[config.mk]
export PLATFORM = sky130hd
export DESIGN_NAME = bisection_crossing_net_counter_flat
export DESIGN_NICKNAME = d
export VERILOG_FILES = /design/src/bcn_pkg.sv /design/src/bcn_if.sv /design/src/bcn_cfg.sv /design/src/bcn_box_build.sv /design/src/bcn_match.sv /design/src/bisection_crossing_net_counter.sv /design/src/flat_wrapper.sv
export SDC_FILE = /design/constraint.sdc
export NUM_CORES = 2
export LEC_CHECK = 0
export BUFFER_PORTS_ARGS = -buffer_cell sky130_fd_sc_hd__buf_2
export CAP_MARGIN = 20
export CORE_MARGIN = 2
export CORE_UTILIZATION = 55
export CTS_BUF_LIST = sky130_fd_sc_hd__clkbuf_4
export CTS_CLUSTER_DIAMETER = 30
export CTS_CLUSTER_SIZE = 28
export DETAILED_ROUTE_END_ITERATION = 6
export GPL_ROUTABILITY_DRIVEN = 0
export PLACE_DENSITY = 0.72
export SETUP_SLACK_MARGIN = 0.3
export SLEW_MARGIN = 20
export SYNTH_ARGS = -nofsm -noshare
export SYNTH_HDL_FRONTEND = slang
export SYNTH_SLANG_ARGS = --single-unit
[constraint.sdc]
create_clock -name clk -period 8.4 [get_ports clk]
set_input_delay 0.42 -clock clk [delete_from_list [all_inputs] [get_ports clk]]
set_output_delay 0.42 -clock clk [all_outputs]
set_load 0.02 [all_outputs]
[src/bcn_pkg.sv]
`timescale 1ns / 1ps
// ---------------------------------------------------------------------------
// bcn_pkg
// Shared constants and register codes for the bisection crossing-net counter.
// ---------------------------------------------------------------------------
package bcn_pkg;

  localparam int MAX_LEVELS = 4;
  localparam int COORD_BITS = 10;
  localparam int COUNT_BITS = 24;

  localparam int LEVEL_BITS     = 3;
  localparam int APB_ADDR_BITS  = 4;
  localparam int APB_DATA_BITS  = 32;
  localparam int REG_INDEX_BITS = 2;

  localparam int RESET_GRID_WIDTH   = 100;
  localparam int RESET_GRID_HEIGHT  = 100;
  localparam int RESET_SPLIT_LEVELS = 2;

  typedef enum logic [REG_INDEX_BITS-1:0] {
    REG_GRID_WIDTH,
    REG_GRID_HEIGHT,
    REG_SPLIT_LEVELS
  } reg_index_t;

endpackage

[src/bcn_if.sv]
`timescale 1ns / 1ps
// ---------------------------------------------------------------------------
// bcn_item_if / bcn_result_if
// Valid/ready channels for net bounding boxes and per-net crossing results.
// ---------------------------------------------------------------------------
interface bcn_item_if #(
  parameter int COORD_BITS = bcn_pkg::COORD_BITS
);
  logic                  valid;
  logic                  ready;
  logic [COORD_BITS-1:0] x_low;
  logic [COORD_BITS-1:0] x_high;
  logic [COORD_BITS-1:0] y_low;
  logic [COORD_BITS-1:0] y_high;
  logic                  restart;

  modport source (output valid, x_low, x_high, y_low, y_high, restart, input ready);
  modport sink   (input valid, x_low, x_high, y_low, y_high, restart, output ready);
endinterface

interface bcn_result_if #(
  parameter int HIT_BITS   = bcn_pkg::MAX_LEVELS + 1,
  parameter int COUNT_BITS = bcn_pkg::COUNT_BITS
);
  logic                  valid;
  logic                  ready;
  logic                  touches_many;
  logic [HIT_BITS-1:0]   boxes_touched;
  logic [COUNT_BITS-1:0] crossing_total;

  modport source (output valid, touches_many, boxes_touched, crossing_total, input ready);
  modport sink   (input valid, touches_many, boxes_touched, crossing_total, output ready);
endinterface

[src/bcn_cfg.sv]
`timescale 1ns / 1ps
// ---------------------------------------------------------------------------
// bcn_cfg
// APB register file holding grid size and bisection depth.
// ---------------------------------------------------------------------------
module bcn_cfg #(
  parameter int COORD_BITS = bcn_pkg::COORD_BITS
) (
  input  logic                               clk,
  input  logic                               rst,
  input  logic                               psel,
  input  logic                               penable,
  input  logic                               pwrite,
  input  logic [bcn_pkg::APB_ADDR_BITS-1:0]  paddr,
  input  logic [bcn_pkg::APB_DATA_BITS-1:0]  pwdata,
  output logic [bcn_pkg::APB_DATA_BITS-1:0]  prdata,
  output logic                               pready,
  output logic [COORD_BITS-1:0]              grid_width,
  output logic [COORD_BITS-1:0]              grid_height,
  output logic [bcn_pkg::LEVEL_BITS-1:0]     split_levels
);

  logic                                 wr_en;
  logic [bcn_pkg::REG_INDEX_BITS-1:0]   reg_index;

  assign pready    = 1'b1;
  assign wr_en     = psel && penable && pwrite;
  assign reg_index = paddr[bcn_pkg::APB_ADDR_BITS-1:2];

  always_ff @(posedge clk) begin
    if (rst) begin
      grid_width   <= COORD_BITS'(bcn_pkg::RESET_GRID_WIDTH);
      grid_height  <= COORD_BITS'(bcn_pkg::RESET_GRID_HEIGHT);
      split_levels <= bcn_pkg::LEVEL_BITS'(bcn_pkg::RESET_SPLIT_LEVELS);
    end else if (wr_en) begin
      case (reg_index)
        bcn_pkg::REG_GRID_WIDTH:   grid_width   <= pwdata[COORD_BITS-1:0];
        bcn_pkg::REG_GRID_HEIGHT:  grid_height  <= pwdata[COORD_BITS-1:0];
        bcn_pkg::REG_SPLIT_LEVELS: split_levels <= pwdata[bcn_pkg::LEVEL_BITS-1:0];
        default: ;
      endcase
    end
  end

  always_comb begin
    case (reg_index)
      bcn_pkg::REG_GRID_WIDTH:   prdata = bcn_pkg::APB_DATA_BITS'(grid_width);
      bcn_pkg::REG_GRID_HEIGHT:  prdata = bcn_pkg::APB_DATA_BITS'(grid_height);
      bcn_pkg::REG_SPLIT_LEVELS: prdata = bcn_pkg::APB_DATA_BITS'(split_levels);
      default:                   prdata = '0;
    endcase
  end

endmodule

[src/bcn_box_build.sv]
`timescale 1ns / 1ps
// ---------------------------------------------------------------------------
// bcn_box_build
// Bisection tree over the grid; registers the partition boxes of the
// selected depth together with a valid bit per box.
// ---------------------------------------------------------------------------
module bcn_box_build #(
  parameter int MAX_LEVELS = bcn_pkg::MAX_LEVELS,
  parameter int COORD_BITS = bcn_pkg::COORD_BITS
) (
  input  logic                             clk,
  input  logic [COORD_BITS-1:0]            grid_width,
  input  logic [COORD_BITS-1:0]            grid_height,
  input  logic [bcn_pkg::LEVEL_BITS-1:0]   split_levels,
  output logic [COORD_BITS:0]              box_xlo [1 << MAX_LEVELS],
  output logic [COORD_BITS:0]              box_xhi [1 << MAX_LEVELS],
  output logic [COORD_BITS:0]              box_ylo [1 << MAX_LEVELS],
  output logic [COORD_BITS:0]              box_yhi [1 << MAX_LEVELS],
  output logic [(1 << MAX_LEVELS)-1:0]     box_valid
);

  localparam int NUM_BOXES = 1 << MAX_LEVELS;
  localparam int BW        = COORD_BITS + 1;

  logic [bcn_pkg::LEVEL_BITS-1:0] lv;
  logic [BW-1:0] node_xlo [MAX_LEVELS+1][NUM_BOXES];
  logic [BW-1:0] node_xhi [MAX_LEVELS+1][NUM_BOXES];
  logic [BW-1:0] node_ylo [MAX_LEVELS+1][NUM_BOXES];
  logic [BW-1:0] node_yhi [MAX_LEVELS+1][NUM_BOXES];
  logic [BW:0]   mid_sum;
  logic [BW-1:0] mid;
  logic [BW-1:0] xlo_next [NUM_BOXES];
  logic [BW-1:0] xhi_next [NUM_BOXES];
  logic [BW-1:0] ylo_next [NUM_BOXES];
  logic [BW-1:0] yhi_next [NUM_BOXES];
  logic [NUM_BOXES-1:0] valid_next;

  always_comb begin
    lv = (split_levels > bcn_pkg::LEVEL_BITS'(MAX_LEVELS)) ?
         bcn_pkg::LEVEL_BITS'(MAX_LEVELS) : split_levels;
    mid_sum = '0;
    mid     = '0;
    for (int d = 0; d <= MAX_LEVELS; d++) begin
      for (int j = 0; j < NUM_BOXES; j++) begin
        node_xlo[d][j] = '0;
        node_xhi[d][j] = '0;
        node_ylo[d][j] = '0;
        node_yhi[d][j] = '0;
      end
    end
    node_xhi[0][0] = BW'(grid_width) + BW'(1);
    node_yhi[0][0] = BW'(grid_height) + BW'(1);

    // even depths cut y, odd depths cut x
    for (int d = 0; d < MAX_LEVELS; d++) begin
      for (int j = 0; j < (1 << d); j++) begin
        if ((d & 1) == 0) begin
          mid_sum = {1'b0, node_ylo[d][j]} + {1'b0, node_yhi[d][j]};
          mid     = mid_sum[BW:1];
          node_xlo[d+1][2*j]   = node_xlo[d][j];
          node_xhi[d+1][2*j]   = node_xhi[d][j];
          node_ylo[d+1][2*j]   = node_ylo[d][j];
          node_yhi[d+1][2*j]   = mid;
          node_xlo[d+1][2*j+1] = node_xlo[d][j];
          node_xhi[d+1][2*j+1] = node_xhi[d][j];
          node_ylo[d+1][2*j+1] = mid + BW'(1);
          node_yhi[d+1][2*j+1] = node_yhi[d][j];
        end else begin
          mid_sum = {1'b0, node_xlo[d][j]} + {1'b0, node_xhi[d][j]};
          mid     = mid_sum[BW:1];
          node_xlo[d+1][2*j]   = node_xlo[d][j];
          node_xhi[d+1][2*j]   = mid;
          node_ylo[d+1][2*j]   = node_ylo[d][j];
          node_yhi[d+1][2*j]   = node_yhi[d][j];
          node_xlo[d+1][2*j+1] = mid + BW'(1);
          node_xhi[d+1][2*j+1] = node_xhi[d][j];
          node_ylo[d+1][2*j+1] = node_ylo[d][j];
          node_yhi[d+1][2*j+1] = node_yhi[d][j];
        end
      end
    end

    // pick the row of the tree at the selected depth
    for (int i = 0; i < NUM_BOXES; i++) begin
      xlo_next[i]   = '0;
      xhi_next[i]   = '0;
      ylo_next[i]   = '0;
      yhi_next[i]   = '0;
      valid_next[i] = 1'b0;
      for (int d = 0; d <= MAX_LEVELS; d++) begin
        if (lv == bcn_pkg::LEVEL_BITS'(d) && i < (1 << d)) begin
          xlo_next[i]   = node_xlo[d][i];
          xhi_next[i]   = node_xhi[d][i];
          ylo_next[i]   = node_ylo[d][i];
          yhi_next[i]   = node_yhi[d][i];
          valid_next[i] = 1'b1;
        end
      end
    end
  end

  always_ff @(posedge clk) begin
    box_xlo   <= xlo_next;
    box_xhi   <= xhi_next;
    box_ylo   <= ylo_next;
    box_yhi   <= yhi_next;
    box_valid <= valid_next;
  end

endmodule

[src/bcn_match.sv]
`timescale 1ns / 1ps
// ---------------------------------------------------------------------------
// bcn_match
// Closed-interval overlap of one net box against every partition box,
// and a count of the boxes hit.
// ---------------------------------------------------------------------------
module bcn_match #(
  parameter int MAX_LEVELS = bcn_pkg::MAX_LEVELS,
  parameter int COORD_BITS = bcn_pkg::COORD_BITS
) (
  input  logic [COORD_BITS-1:0]         x_low,
  input  logic [COORD_BITS-1:0]         x_high,
  input  logic [COORD_BITS-1:0]         y_low,
  input  logic [COORD_BITS-1:0]         y_high,
  input  logic [COORD_BITS:0]           box_xlo [1 << MAX_LEVELS],
  input  logic [COORD_BITS:0]           box_xhi [1 << MAX_LEVELS],
  input  logic [COORD_BITS:0]           box_ylo [1 << MAX_LEVELS],
  input  logic [COORD_BITS:0]           box_yhi [1 << MAX_LEVELS],
  input  logic [(1 << MAX_LEVELS)-1:0]  box_valid,
  output logic [MAX_LEVELS:0]           hits
);

  localparam int NUM_BOXES = 1 << MAX_LEVELS;
  localparam int BW        = COORD_BITS + 1;

  logic [BW-1:0]        nxl, nxh, nyl, nyh;
  logic                 net_ok;
  logic [NUM_BOXES-1:0] hit_vec;

  assign nxl    = BW'(x_low);
  assign nxh    = BW'(x_high);
  assign nyl    = BW'(y_low);
  assign nyh    = BW'(y_high);
  assign net_ok = (nxl <= nxh) && (nyl <= nyh);

  always_comb begin
    hits = '0;
    for (int i = 0; i < NUM_BOXES; i++) begin
      hit_vec[i] = net_ok && box_valid[i] &&
                   (box_xlo[i] <= box_xhi[i]) && (box_ylo[i] <= box_yhi[i]) &&
                   (nxl <= box_xhi[i]) && (box_xlo[i] <= nxh) &&
                   (nyl <= box_yhi[i]) && (box_ylo[i] <= nyh);
      hits = hits + (MAX_LEVELS+1)'(hit_vec[i]);
    end
  end

endmodule

[src/bisection_crossing_net_counter.sv]
`timescale 1ns / 1ps
// ---------------------------------------------------------------------------
// bisection_crossing_net_counter
// Counts the bisection partition boxes each net bounding box overlaps and
// keeps a saturating total of nets that touch more than one box.
//
// Channels: net boxes enter on the item channel (valid/ready), one result
// per net leaves on the result channel in the same order. Grid size and
// depth sit in an APB register file (0x0 width, 0x4 height, 0x8 levels).
// Path: input register, compare stage, result register. Throughput: one
// net per cycle while the receiver keeps ready high, set by the single
// compare stage between the input register and the result register.
// Stall: while the receiver holds ready low the result holds; one more net
// is taken into the input register, then item ready drops.
// Reset: clears the total and both pipeline valids and loads the default
// registers; the partition boxes are registered from the registers after
// any write, so a net may follow a register write in the next cycle.
// ---------------------------------------------------------------------------
module bisection_crossing_net_counter #(
  parameter int MAX_LEVELS = bcn_pkg::MAX_LEVELS,
  parameter int COORD_BITS = bcn_pkg::COORD_BITS,
  parameter int COUNT_BITS = bcn_pkg::COUNT_BITS
) (
  input  logic                               clk,
  input  logic                               rst,
  bcn_item_if.sink                           item,
  bcn_result_if.source                       result,
  input  logic                               psel,
  input  logic                               penable,
  input  logic                               pwrite,
  input  logic [bcn_pkg::APB_ADDR_BITS-1:0]  paddr,
  input  logic [bcn_pkg::APB_DATA_BITS-1:0]  pwdata,
  output logic [bcn_pkg::APB_DATA_BITS-1:0]  prdata,
  output logic                               pready
);

  localparam int NUM_BOXES = 1 << MAX_LEVELS;
  localparam int HIT_BITS  = MAX_LEVELS + 1;

  logic [COORD_BITS-1:0]          grid_width;
  logic [COORD_BITS-1:0]          grid_height;
  logic [bcn_pkg::LEVEL_BITS-1:0] split_levels;

  logic [COORD_BITS:0]  box_xlo [NUM_BOXES];
  logic [COORD_BITS:0]  box_xhi [NUM_BOXES];
  logic [COORD_BITS:0]  box_ylo [NUM_BOXES];
  logic [COORD_BITS:0]  box_yhi [NUM_BOXES];
  logic [NUM_BOXES-1:0] box_valid;

  logic                  s1_valid;
  logic [COORD_BITS-1:0] s1_x_low, s1_x_high, s1_y_low, s1_y_high;
  logic                  s1_restart;
  logic [HIT_BITS-1:0]   hits;

  logic                  out_valid;
  logic                  out_touches_many;
  logic [HIT_BITS-1:0]   out_boxes_touched;
  logic [COUNT_BITS-1:0] out_crossing_total;

  logic [COUNT_BITS-1:0] count;
  logic [COUNT_BITS-1:0] count_base;
  logic [COUNT_BITS-1:0] count_next;
  logic                  many;
  logic                  advance;
  logic                  s1_move;

  bcn_cfg #(
    .COORD_BITS (COORD_BITS)
  ) u_cfg (
    .clk          (clk),
    .rst          (rst),
    .psel         (psel),
    .penable      (penable),
    .pwrite       (pwrite),
    .paddr        (paddr),
    .pwdata       (pwdata),
    .prdata       (prdata),
    .pready       (pready),
    .grid_width   (grid_width),
    .grid_height  (grid_height),
    .split_levels (split_levels)
  );

  bcn_box_build #(
    .MAX_LEVELS (MAX_LEVELS),
    .COORD_BITS (COORD_BITS)
  ) u_box_build (
    .clk          (clk),
    .grid_width   (grid_width),
    .grid_height  (grid_height),
    .split_levels (split_levels),
    .box_xlo      (box_xlo),
    .box_xhi      (box_xhi),
    .box_ylo      (box_ylo),
    .box_yhi      (box_yhi),
    .box_valid    (box_valid)
  );

  bcn_match #(
    .MAX_LEVELS (MAX_LEVELS),
    .COORD_BITS (COORD_BITS)
  ) u_match (
    .x_low     (s1_x_low),
    .x_high    (s1_x_high),
    .y_low     (s1_y_low),
    .y_high    (s1_y_high),
    .box_xlo   (box_xlo),
    .box_xhi   (box_xhi),
    .box_ylo   (box_ylo),
    .box_yhi   (box_yhi),
    .box_valid (box_valid),
    .hits      (hits)
  );

  assign advance    = !out_valid || result.ready;
  assign s1_move    = s1_valid && advance;
  assign item.ready = !s1_valid || advance;

  assign many       = hits > HIT_BITS'(1);
  assign count_base = s1_restart ? '0 : count;
  assign count_next = (many && (count_base != {COUNT_BITS{1'b1}})) ?
                      count_base + COUNT_BITS'(1) : count_base;

  always_ff @(posedge clk) begin
    if (rst) begin
      s1_valid  <= 1'b0;
      out_valid <= 1'b0;
      count     <= '0;
    end else begin
      if (item.ready) begin
        s1_valid <= item.valid;
      end
      if (advance) begin
        out_valid <= s1_valid;
      end
      if (s1_move) begin
        count <= count_next;
      end
    end
  end

  always_ff @(posedge clk) begin
    if (item.valid && item.ready) begin
      s1_x_low   <= item.x_low;
      s1_x_high  <= item.x_high;
      s1_y_low   <= item.y_low;
      s1_y_high  <= item.y_high;
      s1_restart <= item.restart;
    end
    if (s1_move) begin
      out_touches_many   <= many;
      out_boxes_touched  <= hits;
      out_crossing_total <= count_next;
    end
  end

  assign result.valid          = out_valid;
  assign result.touches_many   = out_touches_many;
  assign result.boxes_touched  = out_boxes_touched;
  assign result.crossing_total = out_crossing_total;

  a_flag_matches_count: assert property (@(posedge clk) disable iff (rst)
    out_valid |-> (out_touches_many == (out_boxes_touched > HIT_BITS'(1))))
    else $error("touches_many disagrees with boxes_touched");

  a_total_no_drop: assert property (@(posedge clk) disable iff (rst)
    (s1_move && !s1_restart) |=> (count >= $past(count)))
    else $error("crossing total dropped without restart");

  a_ready_only_when_full: assert property (@(posedge clk) disable iff (rst)
    !item.ready |-> (s1_valid && out_valid && !result.ready))
    else $error("item ready low with room in the pipeline");

  a_total_tracks_count: assert property (@(posedge clk) disable iff (rst)
    s1_move |=> (out_crossing_total == count))
    else $error("result total differs from running count");

endmodule

[src/flat_wrapper.sv]
// flat-port wrapper written by rule: the top's interface ports become plain ports
module bisection_crossing_net_counter_flat 
#(
  parameter int MAX_LEVELS = bcn_pkg::MAX_LEVELS,
  parameter int COORD_BITS = bcn_pkg::COORD_BITS,
  parameter int COUNT_BITS = bcn_pkg::COUNT_BITS
)
  (clk, rst, psel, penable, pwrite, paddr, pwdata, prdata, pready, item_valid, item_x_low, item_x_high, item_y_low, item_y_high, item_restart, item_ready, result_valid, result_touches_many, result_boxes_touched, result_crossing_total, result_ready);
  bcn_item_if #(.COORD_BITS(COORD_BITS)) item_i ();
  bcn_result_if #(.COUNT_BITS(COUNT_BITS)) result_i ();
  input  logic clk;
  input  logic rst;
  input  logic psel;
  input  logic penable;
  input  logic pwrite;
  input  logic [bcn_pkg::APB_ADDR_BITS-1:0] paddr;
  input  logic [bcn_pkg::APB_DATA_BITS-1:0] pwdata;
  output logic [bcn_pkg::APB_DATA_BITS-1:0] prdata;
  output logic pready;
  input wire logic [$bits(item_i.valid)-1:0] item_valid;
  input wire logic [$bits(item_i.x_low)-1:0] item_x_low;
  input wire logic [$bits(item_i.x_high)-1:0] item_x_high;
  input wire logic [$bits(item_i.y_low)-1:0] item_y_low;
  input wire logic [$bits(item_i.y_high)-1:0] item_y_high;
  input wire logic [$bits(item_i.restart)-1:0] item_restart;
  output wire logic [$bits(item_i.ready)-1:0] item_ready;
  output wire logic [$bits(result_i.valid)-1:0] result_valid;
  output wire logic [$bits(result_i.touches_many)-1:0] result_touches_many;
  output wire logic [$bits(result_i.boxes_touched)-1:0] result_boxes_touched;
  output wire logic [$bits(result_i.crossing_total)-1:0] result_crossing_total;
  input wire logic [$bits(result_i.ready)-1:0] result_ready;
  assign item_i.valid = item_valid;
  assign item_i.x_low = item_x_low;
  assign item_i.x_high = item_x_high;
  assign item_i.y_low = item_y_low;
  assign item_i.y_high = item_y_high;
  assign item_i.restart = item_restart;
  assign item_ready = item_i.ready;
  assign result_valid = result_i.valid;
  assign result_touches_many = result_i.touches_many;
  assign result_boxes_touched = result_i.boxes_touched;
  assign result_crossing_total = result_i.crossing_total;
  assign result_i.ready = result_ready;
  bisection_crossing_net_counter #(.MAX_LEVELS(MAX_LEVELS), .COORD_BITS(COORD_BITS), .COUNT_BITS(COUNT_BITS)) u_core (.clk(clk), .rst(rst), .item(item_i), .result(result_i), .psel(psel), .penable(penable), .pwrite(pwrite), .paddr(paddr), .pwdata(pwdata), .prdata(prdata), .pready(pready));
endmodule
==> flow_summary_export.csv <==
group,metric,value,unit
clocking,cts_tree,"done",
placed_design,place_ws,0.122,ns
yosys,yosys.area.top_type_share,27.4,%
power,power_density,160,mW/mm²
timing,final.min_clock_period,7.97,ns
timing,finalHoldWorstSlack,0.132,ns
yosys,synth-edff-count,71,
setup_path,required,9.23,ns
routing,drt_first_pass_iters,6,
finish,drive_gt1_share,11.3,%
yosys,synth-xor-area-share,2.92,%
finish,area_growth,13.5,%
timing,worst_slew_pin_slew,1.23,ns
placed_design,io_buffers,101,
yosys,synthAdderAreaFrac,25.2,%
yosys,synth_area,0.0331,mm²
timing,slew_headroom,17.6,%
routing,wire_per_inst,22.1,µm
yosys,muxShareOfSynthArea,0.533,%
timing,worst_slack,0.434,ns
clocking,clockRootBuffer,"clkbuf_4",
yosys,synth_largest_area_cell,"dfxtp_1",
yosys,synth_cells,3664,
yosys,synthFlopType,"dfxtp_1",
power,ir_worst_vdd,0.148,mV
yosys,yosysWarnings,0,
timing,tns,0,ns
placed_design,placedCellCount,4543,
clocking,cts-htree-levels,3,
timing,clock_skew,0.0742,ns
setup_path,worstPathMaxFanout,8,
setup_path,cp-end-kind,"flop",
routing,via_per_inst,6.02,
timing,hold_violations,0,
clocking,cts.path.max_buffers,3,
routing,drc,0,
floorplan,die_y,249,µm
yosys,synth.distinct_cells,86,
timing,fin_crit_sh,94.8,%
power,total_power,6.00,mW
setup_path,path_class,"reg2reg",
finish,final_core_util,63.4,%
floorplan,rows,89,
routing,routed_wl,107000,µm
global_routing,grt_overflow,0,
floorplan,pin_count,149,
floorplan,core_area,0.0592,mm²
global_routing,grt_pass1_wl,161000,µm
finish,final_area,0.0375,mm²
hold_path,hp-class,"in2reg",
floorplan,initial_core_util,55.8,%
clocking,cts_sinks,523,
run,cap_violations,0,
timing,setup_violations,0,
global_routing,antenna_found_initial,4,
global_routing,grt_pass1_vias,27800,
outcome,status,"finished clean",
setup_path,critPathLaunchType,"flop",
yosys,synthSimpleGateAreaFrac,15.5,%
routing,first_iter_violations,2866,
floorplan,die_area,0.0621,mm²
yosys,synth_area_leaders,"dfxtp_1 (27%), ha_1 (25%), edfxtp_1 (6.4%)",
floorplan,fp.dieW,249,µm
yosys,ys_seq_area_share,33.8,%
yosys,synth.avg_cell_area,9.03,µm²
clocking,insertion_delay,0.96,ns
setup_path,slowest_stage,"fa_2",
timing,drv_slew,0,
clocking,clk_pin_slew,0.10,ns
yosys,ys_ff_latch,523,
finish,fin_cells,4829,
yosys,synth_top_family_by_area,"adder cells",
routing,dr_total_vias,29100,
yosys,synth-compound-area-share,16.3,%
yosys,ys_async_sr_fraction,0,%
finish,nets,4695,
timing,grt_setup_unrepaired,"false",
setup_path,slowest_delay,0.62,ns
global_routing,grt_max_degree,72,
setup_path,cp.arrival,8.80,ns
placed_design,dp_hpwl,77200,µm
global_routing,grtUsageTotal,33.8,%
power,power.leakage,17.2,nW
clocking,cts_made_buffers,117,
placed_design,place_area,0.0348,mm²
routing,ant_nets,0,
timing,fmaxAchievable,0.126,GHz
[cells by family after synthesis]
logic type / count (synthesis)
AND/OR/NAND/NOR: 1028
adder cells (fa/ha/maj): 660
XOR/XNOR: 102
other: 2
flip-flops: 523
multiplexers: 16
AO/OA/AOI/OAI: 853
buffers and inverters: 480
[path summary, 6_finish.rpt]
kind,startpoint,end,slack (ns),cells past startpoint
worst max register to register,u_core.s1_y_high[7]$_DFFE_PP_,u_core.count[7]$_SDFFE_PP0P_,0.43,30
worst min register to register,u_core.count[0]$_SDFFE_PP0P_,u_core.count[0]$_SDFFE_PP0P_,0.50,2
worst max-delay path,u_core.s1_y_high[7]$_DFFE_PP_,u_core.count[7]$_SDFFE_PP0P_,0.43,30
worst min-delay path,rst,u_core.count[1]$_SDFFE_PP0P_,0.13,2
[state kept, by name, indices dropped and copies added (netlist names), 24 cells and up]
| signal | cells |
|---|---|
| u_core.result.crossing_total | 24 |
| u_core.count | 24 |
| u_core.u_box_build.box_xhi | 108 |
| u_core.u_box_build.box_yhi | 107 |
| u_core.u_box_build.box_xlo | 87 |
| u_core.u_box_build.box_ylo | 96 |
[final cells by class]
type	count	area [µm²]
inverter	363	1370
clock buffer	126	946
clock inverter	94	1090
timing repair buffer	250	1820
fill	5067	21700
multi-input combinational	2696	20200
sequential	523	11200
antenna	4	10.0
tap	773	967
[cell usage after synthesis (8+ instances only)]
cell	number
o31ai_1	8
ha_1	650
clkbuf_1	75
o21ai_1	10
nor2_1	227
nand3_1	105
inv_1	353
a21oi_1	158
and2_1	26
a22oi_1	10
xnor2_1	57
a2111oi_0	28
dfxtp_1	452
nand2b_1	52
a211oi_1	47
o21ai_0	277
o211ai_1	17
nand3b_1	8
mux2i_1	12
a31oi_1	10
fa_1	10
or2_2	13
nor2b_1	84
o221ai_1	13
o32ai_1	11
o22ai_1	29
nand2_1	261
a221oi_1	13
and3_1	17
buf_4	23
nor3_1	65
buf_1	12
a21o_1	66
edfxtp_1	71
o21bai_1	10
nor4_1	8
or3_1	14
o21a_1	108
nand4_1	106
xor2_1	37
nand4b_1	8
[cell usage in the layout (no fill, tap or decap), types with 17 or more instances in the layout]
cell type	n
nor2b_1	84
bufinv_16	19
a211oi_1	47
o21a_1	108
buf_2	101
nor3_1	63
o21ai_0	277
and2_1	25
and3_1	17
ha_1	650
clkbuf_4	126
nand4_1	106
dlygate4sd3_1	58
nand2_1	260
inv_1	349
xor2_1	37
edfxtp_1	71
xnor2_1	56
a21oi_1	158
buf_4	87
nor2_1	225
o22ai_1	29
o211ai_1	17
a21o_1	66
dfxtp_1	451
nand2b_1	52
nand3_1	105
conb_1	36
a2111oi_0	27
[power breakdown]
part	leakage (nW)	switching [mW]	internal (mW)	total [mW]
clock network	1.08	1.26	1.40	2.65
logic	11.8	0.448	0.284	0.732
registers	4.33	0.0309	2.59	2.62
total	17.2	1.74	4.27	6.00
[routing by layer]
layer | global-route usage [%] | wire length [µm] | up-vias
li1 | - | - | 13700
met1 | 46.1 | 45100 | 13600
met2 | 51.7 | 45600 | 1442
met3 | 6.88 | 11300 | 295
met4 | 15.2 | 4870 | 0
met5 | 0 | 0 | -
[worst max-delay path: cells and delay by family (launching register included)]
kind            cells  cell delay (ns)
fa+ha+maj           7             3.01
compound gates      9             2.02
simple gates        7             1.45
buf+inv             7             1.03
flops               1             0.37
[timing repair]
item	in CTS	in global routing
resized for setup	1	8
setup buffers	0	2
cloned	0	1
pin swaps	0	2
endpoints found under the setup margin	13	31
hold endpoints to repair	66	0
hold buffers	58	0
(Power assumes the default switching activity.)
